[config.mk]
export PLATFORM = sky130hd
export DESIGN_NAME = fsf_controller
export DESIGN_NICKNAME = d
export VERILOG_FILES = /design/src/sv/fsf_pkg.sv /design/src/sv/fsf_controller.sv
export VERILOG_INCLUDE_DIRS = /design/src /design/src/sv
export SDC_FILE = /design/constraint.sdc
export NUM_CORES = 1
export LEC_CHECK = 0
export ABC_CLOCK_PERIOD_IN_PS = 1900
export BUFFER_PORTS_ARGS = -buffer_cell sky130_fd_sc_hd__buf_4
export CORE_AREA = 2 2 49 47
export DETAILED_ROUTE_END_ITERATION = 10
export DIE_AREA = 0 0 51 49
export PLACE_DENSITY_LB_ADDON = 0.08
export SYNTH_ARGS = -nofsm -noshare
export SYNTH_HDL_FRONTEND = slang
export SYNTH_SLANG_ARGS = --single-unit
[constraint.sdc]
create_clock -name clock -period 1.9 [get_ports clock]
set_input_delay 0.095 -clock clock [delete_from_list [all_inputs] [get_ports clock]]
set_output_delay 0.095 -clock clock [all_outputs]
set_load 0.05 [all_outputs]
[src/sv/flock_separation_force_core_assert.svh]
// ----------------------------------------------------------------------------
// Assertion macros for flock_separation_force_core
// Concurrent checks on clock, quiet while reset is high.
// ----------------------------------------------------------------------------
`ifndef FLOCK_SEPARATION_FORCE_CORE_ASSERT_SVH
`define FLOCK_SEPARATION_FORCE_CORE_ASSERT_SVH

`ifndef SYNTHESIS
// same-cycle implication
`define FSF_ASSERT_NOW(lbl, ante, cons, msg) \
   lbl: assert property (@(posedge clock) disable iff (reset) (ante) |-> (cons)) \
      else $error(msg);
// next-cycle implication
`define FSF_ASSERT_NXT(lbl, ante, cons, msg) \
   lbl: assert property (@(posedge clock) disable iff (reset) (ante) |=> (cons)) \
      else $error(msg);
`else
`define FSF_ASSERT_NOW(lbl, ante, cons, msg)
`define FSF_ASSERT_NXT(lbl, ante, cons, msg)
`endif

`endif

[src/sv/fsf_pkg.sv]
// ----------------------------------------------------------------------------
// fsf_pkg
// Types and constants shared by the separation force controller and datapath.
// ----------------------------------------------------------------------------
package fsf_pkg;

   localparam int MAX_AGENTS  = 64;
   localparam int AGENT_AW    = $clog2(MAX_AGENTS);
   localparam int COUNT_W     = 7;
   localparam int PUSH_W      = 20;
   localparam int PUSH_LIMIT  = 262144;
   localparam int FRAC_W      = 12;
   localparam int ROOT_STEPS  = 17;
   localparam int DIV_STEPS   = FRAC_W;
   localparam int STEP_W      = $clog2(ROOT_STEPS);
   localparam int SUM_W       = PUSH_W + $clog2(MAX_AGENTS) + 1;
   localparam logic [15:0] RADIUS_RESET = 16'd3200;

   localparam logic [1:0] ACT_WRITE   = 2'd0;
   localparam logic [1:0] ACT_REMOVE  = 2'd1;
   localparam logic [1:0] ACT_QUERY   = 2'd2;
   localparam logic [1:0] ACT_IGNORED = 2'd3;

   typedef struct packed {
      logic [1:0]         action;
      logic [5:0]         agent_slot;
      logic               exclude_self;
      logic signed [23:0] pos_x;
      logic signed [23:0] pos_y;
   } req_type;

   typedef struct packed {
      logic signed [PUSH_W-1:0] push_x;
      logic signed [PUSH_W-1:0] push_y;
      logic [COUNT_W-1:0]       neighbor_count;
   } rsp_type;

   typedef enum logic [3:0] {
      ST_IDLE,
      ST_FETCH,
      ST_DIFF,
      ST_SQUARE,
      ST_SUM,
      ST_ROOT,
      ST_PROD,
      ST_DIV,
      ST_ACC,
      ST_NEXT,
      ST_DONE
   } state_type;

   typedef struct packed {
      logic                accept;
      logic                fetch;
      logic                diff;
      logic                square;
      logic                sum;
      logic                root;
      logic                prod;
      logic                div;
      logic                acc;
      logic                load_out;
      logic [AGENT_AW-1:0] idx;
   } dp_cmd_type;

   typedef struct packed {
      logic query_go;
      logic diff_skip;
      logic sum_skip;
      logic out_free;
   } dp_status_type;

endpackage

[src/sv/fsf_controller.sv]
// ----------------------------------------------------------------------------
// fsf_controller
// Sequencer: walks the agent table per query and steps root and divide units.
// ----------------------------------------------------------------------------
`include "flock_separation_force_core_assert.svh"

module fsf_controller (
   input  logic                   clock,
   input  logic                   reset,
   input  logic                   req_valid,
   output logic                   req_stall,
   input  fsf_pkg::dp_status_type status,
   output fsf_pkg::dp_cmd_type    cmd
);

   fsf_pkg::state_type              state_ff, state_in;
   logic [fsf_pkg::AGENT_AW-1:0]    idx_ff, idx_in;
   logic [fsf_pkg::STEP_W-1:0]      step_ff, step_in;

   always_ff @(posedge clock) begin
      if (reset) begin
         state_ff <= fsf_pkg::ST_IDLE;
         idx_ff   <= '0;
         step_ff  <= '0;
      end else begin
         state_ff <= state_in;
         idx_ff   <= idx_in;
         step_ff  <= step_in;
      end
   end

   always_comb begin
      state_in  = state_ff;
      idx_in    = idx_ff;
      step_in   = step_ff;
      req_stall = 1'b1;
      cmd       = '0;
      cmd.idx   = idx_ff;
      case (state_ff)
         fsf_pkg::ST_IDLE: begin
            req_stall = 1'b0;
            if (req_valid) begin
               cmd.accept = 1'b1;
               idx_in     = '0;
               state_in   = status.query_go ? fsf_pkg::ST_FETCH : fsf_pkg::ST_DONE;
            end
         end
         fsf_pkg::ST_FETCH: begin
            cmd.fetch = 1'b1;
            state_in  = fsf_pkg::ST_DIFF;
         end
         fsf_pkg::ST_DIFF: begin
            cmd.diff = 1'b1;
            state_in = status.diff_skip ? fsf_pkg::ST_NEXT : fsf_pkg::ST_SQUARE;
         end
         fsf_pkg::ST_SQUARE: begin
            cmd.square = 1'b1;
            state_in   = fsf_pkg::ST_SUM;
         end
         fsf_pkg::ST_SUM: begin
            cmd.sum  = 1'b1;
            step_in  = '0;
            state_in = status.sum_skip ? fsf_pkg::ST_NEXT : fsf_pkg::ST_ROOT;
         end
         fsf_pkg::ST_ROOT: begin
            cmd.root = 1'b1;
            if (step_ff == fsf_pkg::STEP_W'(fsf_pkg::ROOT_STEPS - 1)) begin
               step_in  = '0;
               state_in = fsf_pkg::ST_PROD;
            end else begin
               step_in = step_ff + 1'b1;
            end
         end
         fsf_pkg::ST_PROD: begin
            cmd.prod = 1'b1;
            state_in = fsf_pkg::ST_DIV;
         end
         fsf_pkg::ST_DIV: begin
            cmd.div = 1'b1;
            if (step_ff == fsf_pkg::STEP_W'(fsf_pkg::DIV_STEPS - 1)) begin
               step_in  = '0;
               state_in = fsf_pkg::ST_ACC;
            end else begin
               step_in = step_ff + 1'b1;
            end
         end
         fsf_pkg::ST_ACC: begin
            cmd.acc  = 1'b1;
            state_in = fsf_pkg::ST_NEXT;
         end
         fsf_pkg::ST_NEXT: begin
            if (idx_ff == fsf_pkg::AGENT_AW'(fsf_pkg::MAX_AGENTS - 1)) begin
               state_in = fsf_pkg::ST_DONE;
            end else begin
               idx_in   = idx_ff + 1'b1;
               state_in = fsf_pkg::ST_FETCH;
            end
         end
         fsf_pkg::ST_DONE: begin
            if (status.out_free) begin
               cmd.load_out = 1'b1;
               state_in     = fsf_pkg::ST_IDLE;
            end
         end
         default: begin
            state_in = fsf_pkg::ST_IDLE;
         end
      endcase
   end

   `FSF_ASSERT_NXT(a_accept_leaves_idle, req_valid && !req_stall,
      state_ff != fsf_pkg::ST_IDLE, "accepted transfer did not start work")
   `FSF_ASSERT_NOW(a_root_steps, state_ff == fsf_pkg::ST_ROOT,
      step_ff < fsf_pkg::STEP_W'(fsf_pkg::ROOT_STEPS), "root step out of range")
   `FSF_ASSERT_NOW(a_div_steps, state_ff == fsf_pkg::ST_DIV,
      step_ff < fsf_pkg::STEP_W'(fsf_pkg::DIV_STEPS), "divide step out of range")

endmodule

==> out/metrics.csv, run 1 <==
stage,metric,value,unit
clock_tree,CTS tree,yes,
routing,Final Routed Wirelength,2.37,mm
logic_synthesis,yosys warns,0,
timing,maximum clock frequency,577,MHz
clock_tree,clock-pin slew on the worst setup and hold paths,0.09,ns
floorplanning,number of rows in the core area,16,
global_route,global routing usage summed across all routing layers,0.210,
clock_tree,post-CTS setup buffers,0,
layout,nets,169,
floorplanning,floorplan die height,49,um
floorplanning,number of top-level pins,24,
routing,count of antenna-violating nets left after detailed routing,0,
pwr,power after layout,1.67,mW
clock_tree,library cell used as clock root buffer,sky130_fd_sc_hd__clkbuf_4,
routing,detail-routed net length per standard cell,12.8,um
critical_path,reg-to-reg setup timing slack,0.17,ns
clock_tree,CTS Buf Count,3,
floorplanning,Die X,51,um
timing,final clock skew,0.00529,ns
critical_path,crit start category,flip-flop,
critical_path,critical path endpoint category,flip-flop,
critical_path,required time at the worst-slack endpoint,2.10,ns
critical_path,Setup Crit Path Kind,reg2reg,
global_route,pin count of the biggest net entering global routing,13,
routing,met2 wire length,1.04,mm
logic_synthesis,Post-synth EDFFs,0,
timing,transition time at the pin with the least slew margin,0.445,ns
global_route,number of global-route vias before repair,934,
timing,Finish-stage setup viols,0,
timing,final-report max-slew violation count,0,
logic_synthesis,number of storage elements in the synthesis netlist,15,
layout,growth of design area from synthesis to finish,25.8,%
floorplanning,placeable core region,2020,um2
timing,"Min Clock Period, post-route",1.73,ns
timing,setup_tns,0,ns
logic_synthesis,fraction of synthesis flops using an asynchronous set or reset pin,0,
routing,DR top layer,met4,
timing,"Period Utilization, post-route",0.912,
critical_path,WP data arrival,1.93,ns
pwr,total power divided by cell area,1340,nW/um2
layout,share of final-layout standard cells stronger than drive strength 1,0.253,
global_route,first-pass GRT wire length,4.04,mm
routing,Remaining DRCs,0,
placement,Port Buffers,23,
global_route,antenna violations before repair,0,
floorplanning,area of the die,2500,um2
critical_path,cells along the critical path,inv_1 > ha_1 > and4bb_1 > o32ai_2 > buf_4 > a41oi_1 > a311oi_1,
routing,Initial DRT Pass Iterations,4,
critical_path,depth of the worst register-to-register path,7,
routing,number of vias after detailed routing,989,
clock_tree,total number of H-tree levels,1,
critical_path,"Max FO, Critical Path",11,
logic_synthesis,count of distinct cell types in the synthesized netlist,37,
routing,vias per cell,5.35,
clock_tree,Clock Tree Buf Depth,2,
routing,wire length on met3,112,um
outcome,run status,completed,
logic_synthesis,synthesized instance count,132,
placement,total half-perimeter wirelength after legalization and detailed placement,1.76,mm
placement,routability cong.,0.804,
critical_path,maximum cell stage delay along the critical path,0.39,ns
min_path,path category of the worst min-delay check,in2reg,
min_path,Cells on Worst Hold Path,2,
logic_synthesis,net count after synthesis,142,
critical_path,slowest CP cell,sky130_fd_sc_hd__dfxtp_1,
timing,Slew headroom,0.704,
floorplanning,initial core utilization,0.489,
logic_synthesis,combined area of all synthesized cells,990,um2
layout,"commonest non-fill, non-tap cell in the layout",sky130_fd_sc_hd__buf_4,
routing,number of violations reported at the end of detailed-routing iteration 0,39,
pwr,leakage component of the power,0.506,nW
logic_synthesis,share of the yosys chip area belonging to registers,0.303,
clock_tree,clock tree sinks,15,
logic_synthesis,average cell area after synthesis,7.50,um2
layout,Antenna Diode Count,0,
layout,"commonest cells after routing, fill and taps aside","sky130_fd_sc_hd__buf_4, sky130_fd_sc_hd__nor2_1, sky130_fd_sc_hd__dfxtp_1",
layout,final core occ,0.616,
timing,number of hold violations in the final report,0,
clock_tree,clock network latency to the later pin of the worst-skew pair,0.29,ns
global_route,GRT overflow,0,
pwr,IR Drop Worst-Case VDD,0.763,mV
run,number of violations of the max-capacitance limit,0,
routing,DRT met1 WL,1.19,mm
logic_synthesis,leading register cell type out of synthesis,sky130_fd_sc_hd__dfxtp_1,
timing,setup repair after global routing missed its margin,false,
[metrics by stage]
step	setup WS (ns)	area, um2	hold slack, ns	cells
after detailed placement	0.135	1210	0.376	181
after floorplan	0.00257	995	0.317	132
after CTS	0.105	1240	0.0566	185
after global placement	0.192	1210	0.373	181
final	0.167	1240	0.0613	185
after global routing	0.0181	1240	0.0549	185
[report_power, final]
group          switching [mW]  internal [mW]  total (mW)  leakage, nW
Combinational           0.657          0.361        1.02        0.368
Sequential              0.101          0.364       0.465        0.122
Clock                   0.108         0.0818       0.190       0.0150
Total                   0.866          0.806        1.67        0.506
[flip-flops by register name, indices dropped and copies added, names as in the netlist]
| register | count |
|---|---|
| idx_ff | 6 |
| state_ff | 4 |
| step_ff | 5 |
[cells in the mapped netlist, types with 2 or more instances]
library cell,count,area share
sky130_fd_sc_hd__ha_1,3,0.038
sky130_fd_sc_hd__nor2_1,22,0.083
sky130_fd_sc_hd__nand2_1,10,0.038
sky130_fd_sc_hd__inv_1,6,0.023
sky130_fd_sc_hd__clkbuf_1,4,0.015
sky130_fd_sc_hd__o22ai_1,2,0.013
sky130_fd_sc_hd__xnor2_1,5,0.044
sky130_fd_sc_hd__o21ai_0,4,0.020
sky130_fd_sc_hd__nand3b_1,2,0.015
sky130_fd_sc_hd__nand2b_1,7,0.044
sky130_fd_sc_hd__a211oi_1,3,0.023
sky130_fd_sc_hd__and3_1,2,0.013
sky130_fd_sc_hd__nor3_1,7,0.035
sky130_fd_sc_hd__a31oi_1,2,0.013
sky130_fd_sc_hd__a21oi_1,8,0.040
sky130_fd_sc_hd__nand3_1,6,0.030
sky130_fd_sc_hd__a41oi_1,2,0.018
sky130_fd_sc_hd__dfxtp_1,15,0.30
sky130_fd_sc_hd__buf_2,2,0.010
sky130_fd_sc_hd__a311oi_1,3,0.027
[metal layers]
layer / up-vias / GRT usage
li1: 525 / -
met3: 4 / 0.0368
met2: 23 / 0.329
met5: - / 0
met4: 0 / 0.0676
met1: 437 / 0.291
[worst max-delay path, delay by kind of cell, from the launching register on]
| kind | cells | cell delay [ns] |
|---|---|---|
| AO/OA/AOI/OAI | 3 | 0.60 |
| flip-flops | 1 | 0.39 |
| buffers and inverters | 2 | 0.29 |
| AND/OR/NAND/NOR | 1 | 0.20 |
| adder cells (fa/ha/maj) | 1 | 0.17 |
[area by class of cell]
type,count,area (um2)
Tap cell,27,33.8
Fill cell,191,777
Multi-Input combinational cell,104,642
Clock buffer,4,26.3
Timing Repair Buffer,29,218
Sequential cell,15,303
Inverter,6,22.5
[final timing paths]
kind                                    end        from
worst max-delay path             step_ff[3]  step_ff[1]
worst min-delay path            state_ff[0]       reset
worst max register to register   step_ff[3]  step_ff[1]
worst min register to register   step_ff[0]  step_ff[0]
[cells by family after synthesis]
| group | after synthesis | share of synthesized area |
|---|---|---|
| AO/OA/AOI/OAI | 29 | 0.202 |
| adder cells (fa/ha/maj) | 3 | 0.0379 |
| XOR/XNOR | 5 | 0.0442 |
| buffers and inverters | 13 | 0.0594 |
| AND/OR/NAND/NOR | 67 | 0.353 |
| flip-flops | 15 | 0.303 |
[what timing repair did]
item                                    in CTS  in global routing
endpoints found under the setup margin       0                  4
gates resized for setup                      0                  3
hold buffers                                 0                  0
(Power assumes the default switching activity.)
==> inputs of run 2 (changes only) <==
==> constraint.sdc (replaced) <==
create_clock -name clock -period 1.9 [get_ports clock]
set_input_delay 0.095 -clock clock [delete_from_list [all_inputs] [get_ports clock]]
set_output_delay 0.095 -clock clock [all_outputs]
set_load 0.02 [all_outputs]
==> run 2 against run 1 <==
  * Register-to-register slack is essentially flat
  * Critical path type unchanged
  * Worst setup slack got worse by 0.0067 ns
  * Global-route usage about the same
  * Fmax shrank 0.38%
  * Routed wire length grew 3.7%
  * Die area did not move
  * Hold slack lost 0.0047 ns
  * Non-clock buffer count grew 1
==> out/metrics.csv, run 2 (synthesis gave the netlist of run 1 again) <==
stage,metric,value,unit,change
critical_path,Reg2Reg Launch Point,state_ff[0],,
timing,number of hold violations in the final report,0,,unchanged
placement,routability cong.,0.844,,+4.9%
layout,Largest register FFs,6,,unchanged
layout,Antenna Diode Count,0,,unchanged
clock_tree,clock tree sinks,15,,unchanged
min_path,Cells on Worst Hold Path,2,,unchanged
layout,largest registers,"idx_ff: 6 flops, step_ff: 5 flops, state_ff: 4 flops",,
routing,Remaining DRCs,0,,unchanged
layout,register with the highest flop count,idx_ff,,
global_route,first-pass GRT wire length,4.11,mm,+1.7%
timing,maximum clock frequency,575,MHz,-0.38%
global_route,GRT overflow,0,,unchanged
pwr,total power divided by cell area,1190,nW/um2,-11%
clock_tree,library cell used as clock root buffer,sky130_fd_sc_hd__clkbuf_4,,
routing,number of violations reported at the end of detailed-routing iteration 0,20,,-49%
critical_path,depth of the worst register-to-register path,5,,-2
pwr,switching share of power,0.464,,-0.0539
global_route,pin count of the biggest net entering global routing,17,,+4
routing,Initial DRT Pass Iterations,4,,unchanged
critical_path,critical path endpoint category,flip-flop,,
layout,share of final-layout standard cells stronger than drive strength 1,0.258,,+0.00470
floorplanning,number of top-level pins,24,,unchanged
layout,"commonest non-fill, non-tap cell in the layout",sky130_fd_sc_hd__buf_4,,
global_route,global routing usage summed across all routing layers,0.210,,about the same
critical_path,"Max FO, Critical Path",9,,-2
timing,setup repair after global routing missed its margin,false,,
critical_path,cells along the critical path,nand2b_1 > o32ai_2 > buf_4 > a41oi_1 > a311oi_1,,
routing,number of vias after detailed routing,1046,,+5.8%
clock_tree,hold buffer count at cts,0,,unchanged
timing,"Min Clock Period, post-route",1.74,ns,+0.00669 ns
layout,number of fillers in the final layout,190,,-0.52%
timing,Slew headroom,0.734,,+0.0307
pwr,leakage component of the power,0.513,nW,+1.3%
critical_path,WP data arrival,1.95,ns,+0.02 ns
critical_path,end of the worst register-to-register path,step_ff[3],,
pwr,sequential fraction of design power,0.321,,+0.043
timing,final-report max-slew violation count,0,,unchanged
timing,final hold slack,0.0566,ns,-0.00471 ns
routing,Final Routed Wirelength,2.46,mm,+3.7%
routing,vias per cell,5.62,,+5.2%
floorplanning,initial core utilization,0.489,,unchanged
critical_path,worst path buffer plus inverter count,1,,-1
placement,Port Buffers,23,,unchanged
placement,total half-perimeter wirelength after legalization and detailed placement,1.79,mm,+2.1%
clock_tree,total number of H-tree levels,1,,unchanged
timing,"Period Utilization, post-route",0.916,,+0.00352
pwr,sw power,0.690,mW,-20%
clock_tree,CTS Buf Count,3,,unchanged
routing,detail-routed net length per standard cell,13.2,um,+3.1%
floorplanning,number of rows in the core area,16,,unchanged
clock_tree,clock-pin slew on the worst setup and hold paths,0.09,ns,about the same
layout,nets,170,,+0.59%
min_path,path category of the worst min-delay check,in2reg,,
layout,growth of design area from synthesis to finish,26.2,%,
floorplanning,floorplan die height,49,um,unchanged
layout,Sequential cell area,303,um2,unchanged
run,number of violations of the max-capacitance limit,0,,unchanged
timing,final clock skew,0.00479,ns,-0.000502 ns
pwr,share of power burned in the clock network,0.124,,+0.010
critical_path,required time at the worst-slack endpoint,2.11,ns,about the same
pwr,IR Drop Worst-Case VDD,0.671,mV,-12%
clock_tree,Clock Tree Buf Depth,2,,unchanged
layout,"commonest cells after routing, fill and taps aside","sky130_fd_sc_hd__buf_4, sky130_fd_sc_hd__nor2_1, sky130_fd_sc_hd__dfxtp_1",,
critical_path,crit start category,flip-flop,,
floorplanning,area of the die,2500,um2,unchanged
clock_tree,CTS tree,yes,,
outcome,run status,completed,,
timing,setup_tns,0,ns,unchanged
critical_path,maximum cell stage delay along the critical path,0.54,ns,+0.15 ns
layout,multi-input combinational cell area,637,um2,-0.78%
layout,final core occ,0.618,,+0.00186
critical_path,reg-to-reg setup timing slack,0.16,ns,about the same
pwr,Internal Power,0.797,mW,-1.1%
critical_path,Setup Crit Path Kind,reg2reg,,
timing,transition time at the pin with the least slew margin,0.399,ns,-0.0461 ns
critical_path,family of cells with the greatest summed delay on the critical path,compound AO/OA/AOI/OAI gates,,
floorplanning,placeable core region,2020,um2,unchanged
global_route,antenna violations before repair,0,,unchanged
global_route,number of global-route vias before repair,936,,+0.21%
critical_path,source of the critical timing path,state_ff[0],,
timing,Finish-stage setup viols,0,,unchanged
floorplanning,Die X,51,um,unchanged
routing,count of antenna-violating nets left after detailed routing,0,,unchanged
pwr,combinational group share of total power,0.555,,-0.053
clock_tree,clock network latency to the later pin of the worst-skew pair,0.29,ns,about the same
critical_path,stages on the worst setup path,5,,-2
critical_path,Setup crit end,step_ff[3],,
critical_path,slowest CP cell,sky130_fd_sc_hd__dfxtp_1,,
-- run 2: changes by cell type in the layout (fill, tap and decap cells not counted), sizes merged --
| cell | before | now |
|---|---|---|
| buf | 29 | 30 |
| clkbuf | 4 | 3 |
| clkinv | 0 | 1 |
-- run 2: area by class of cell --
cell class                 count  share of cell area
tap                           27              0.0271
clock buffer                   3              0.0180
sequential                    15               0.242
inverter                       6              0.0180
timing repair buffer          30               0.180
clock inverter                 1             0.00401
multi-input combinational    104               0.510
-- run 2: what timing repair did --
action / in CTS / in global routing
endpoints found under the setup margin: 0 / 6
resized for setup: 0 / 3
hold endpoints to repair: 0 / 0
buffers inserted: 0 / 0
-- run 2: worst reg2reg max path: stages (launching register included) --
cell and delay (ns):
sky130_fd_sc_hd__dfxtp_1 0.54, sky130_fd_sc_hd__nand2b_1 0.20, sky130_fd_sc_hd__o32ai_2 0.34, sky130_fd_sc_hd__buf_4 0.20, sky130_fd_sc_hd__a41oi_1 0.12, sky130_fd_sc_hd__a311oi_1 0.25
-- run 2: power groups by stage --
stage               sequential, mW  clock, mW  combinational (mW)
floorplan                    0.428          0               0.564
global placement             0.471          0               0.805
detailed placement           0.470          0               0.814
CTS                          0.464      0.192               0.817
global route                 0.490      0.206               0.895
finish                       0.478      0.184               0.826
-- run 2: worst min path at each step --
| stage | startpoint | end | slack (ns) |
|---|---|---|---|
| after floorplan | status[0] | state_ff[3] | 0.32 |
| after global placement | reset | state_ff[1] | 0.37 |
| after detailed placement | reset | state_ff[1] | 0.37 |
| after CTS | reset | step_ff[4] | 0.05 |
| after global routing | reset | step_ff[0] | 0.05 |
| final | reset | state_ff[1] | 0.06 |
-- run 2: metal layers --
metal	vias up	global-route usage	wire length, um
met4	0	0.0270	0
met1	491	0.284	1170
li1	530	-	-
met2	25	0.335	1170
met5	-	0	0
met3	0	0.0644	114
-- run 2: through the flow --
| step | power, mW | setup slack, ns | area [um2] | cells |
|---|---|---|---|---|
| global route | 1.59 | 0.00125 | 1250 | 186 |
| global placement | 1.28 | 0.197 | 1210 | 182 |
| finish | 1.49 | 0.161 | 1250 | 186 |
| detailed placement | 1.28 | 0.126 | 1210 | 182 |
| CTS | 1.47 | 0.0995 | 1240 | 186 |
| floorplan | 0.992 | 0.225 | 990 | 132 |
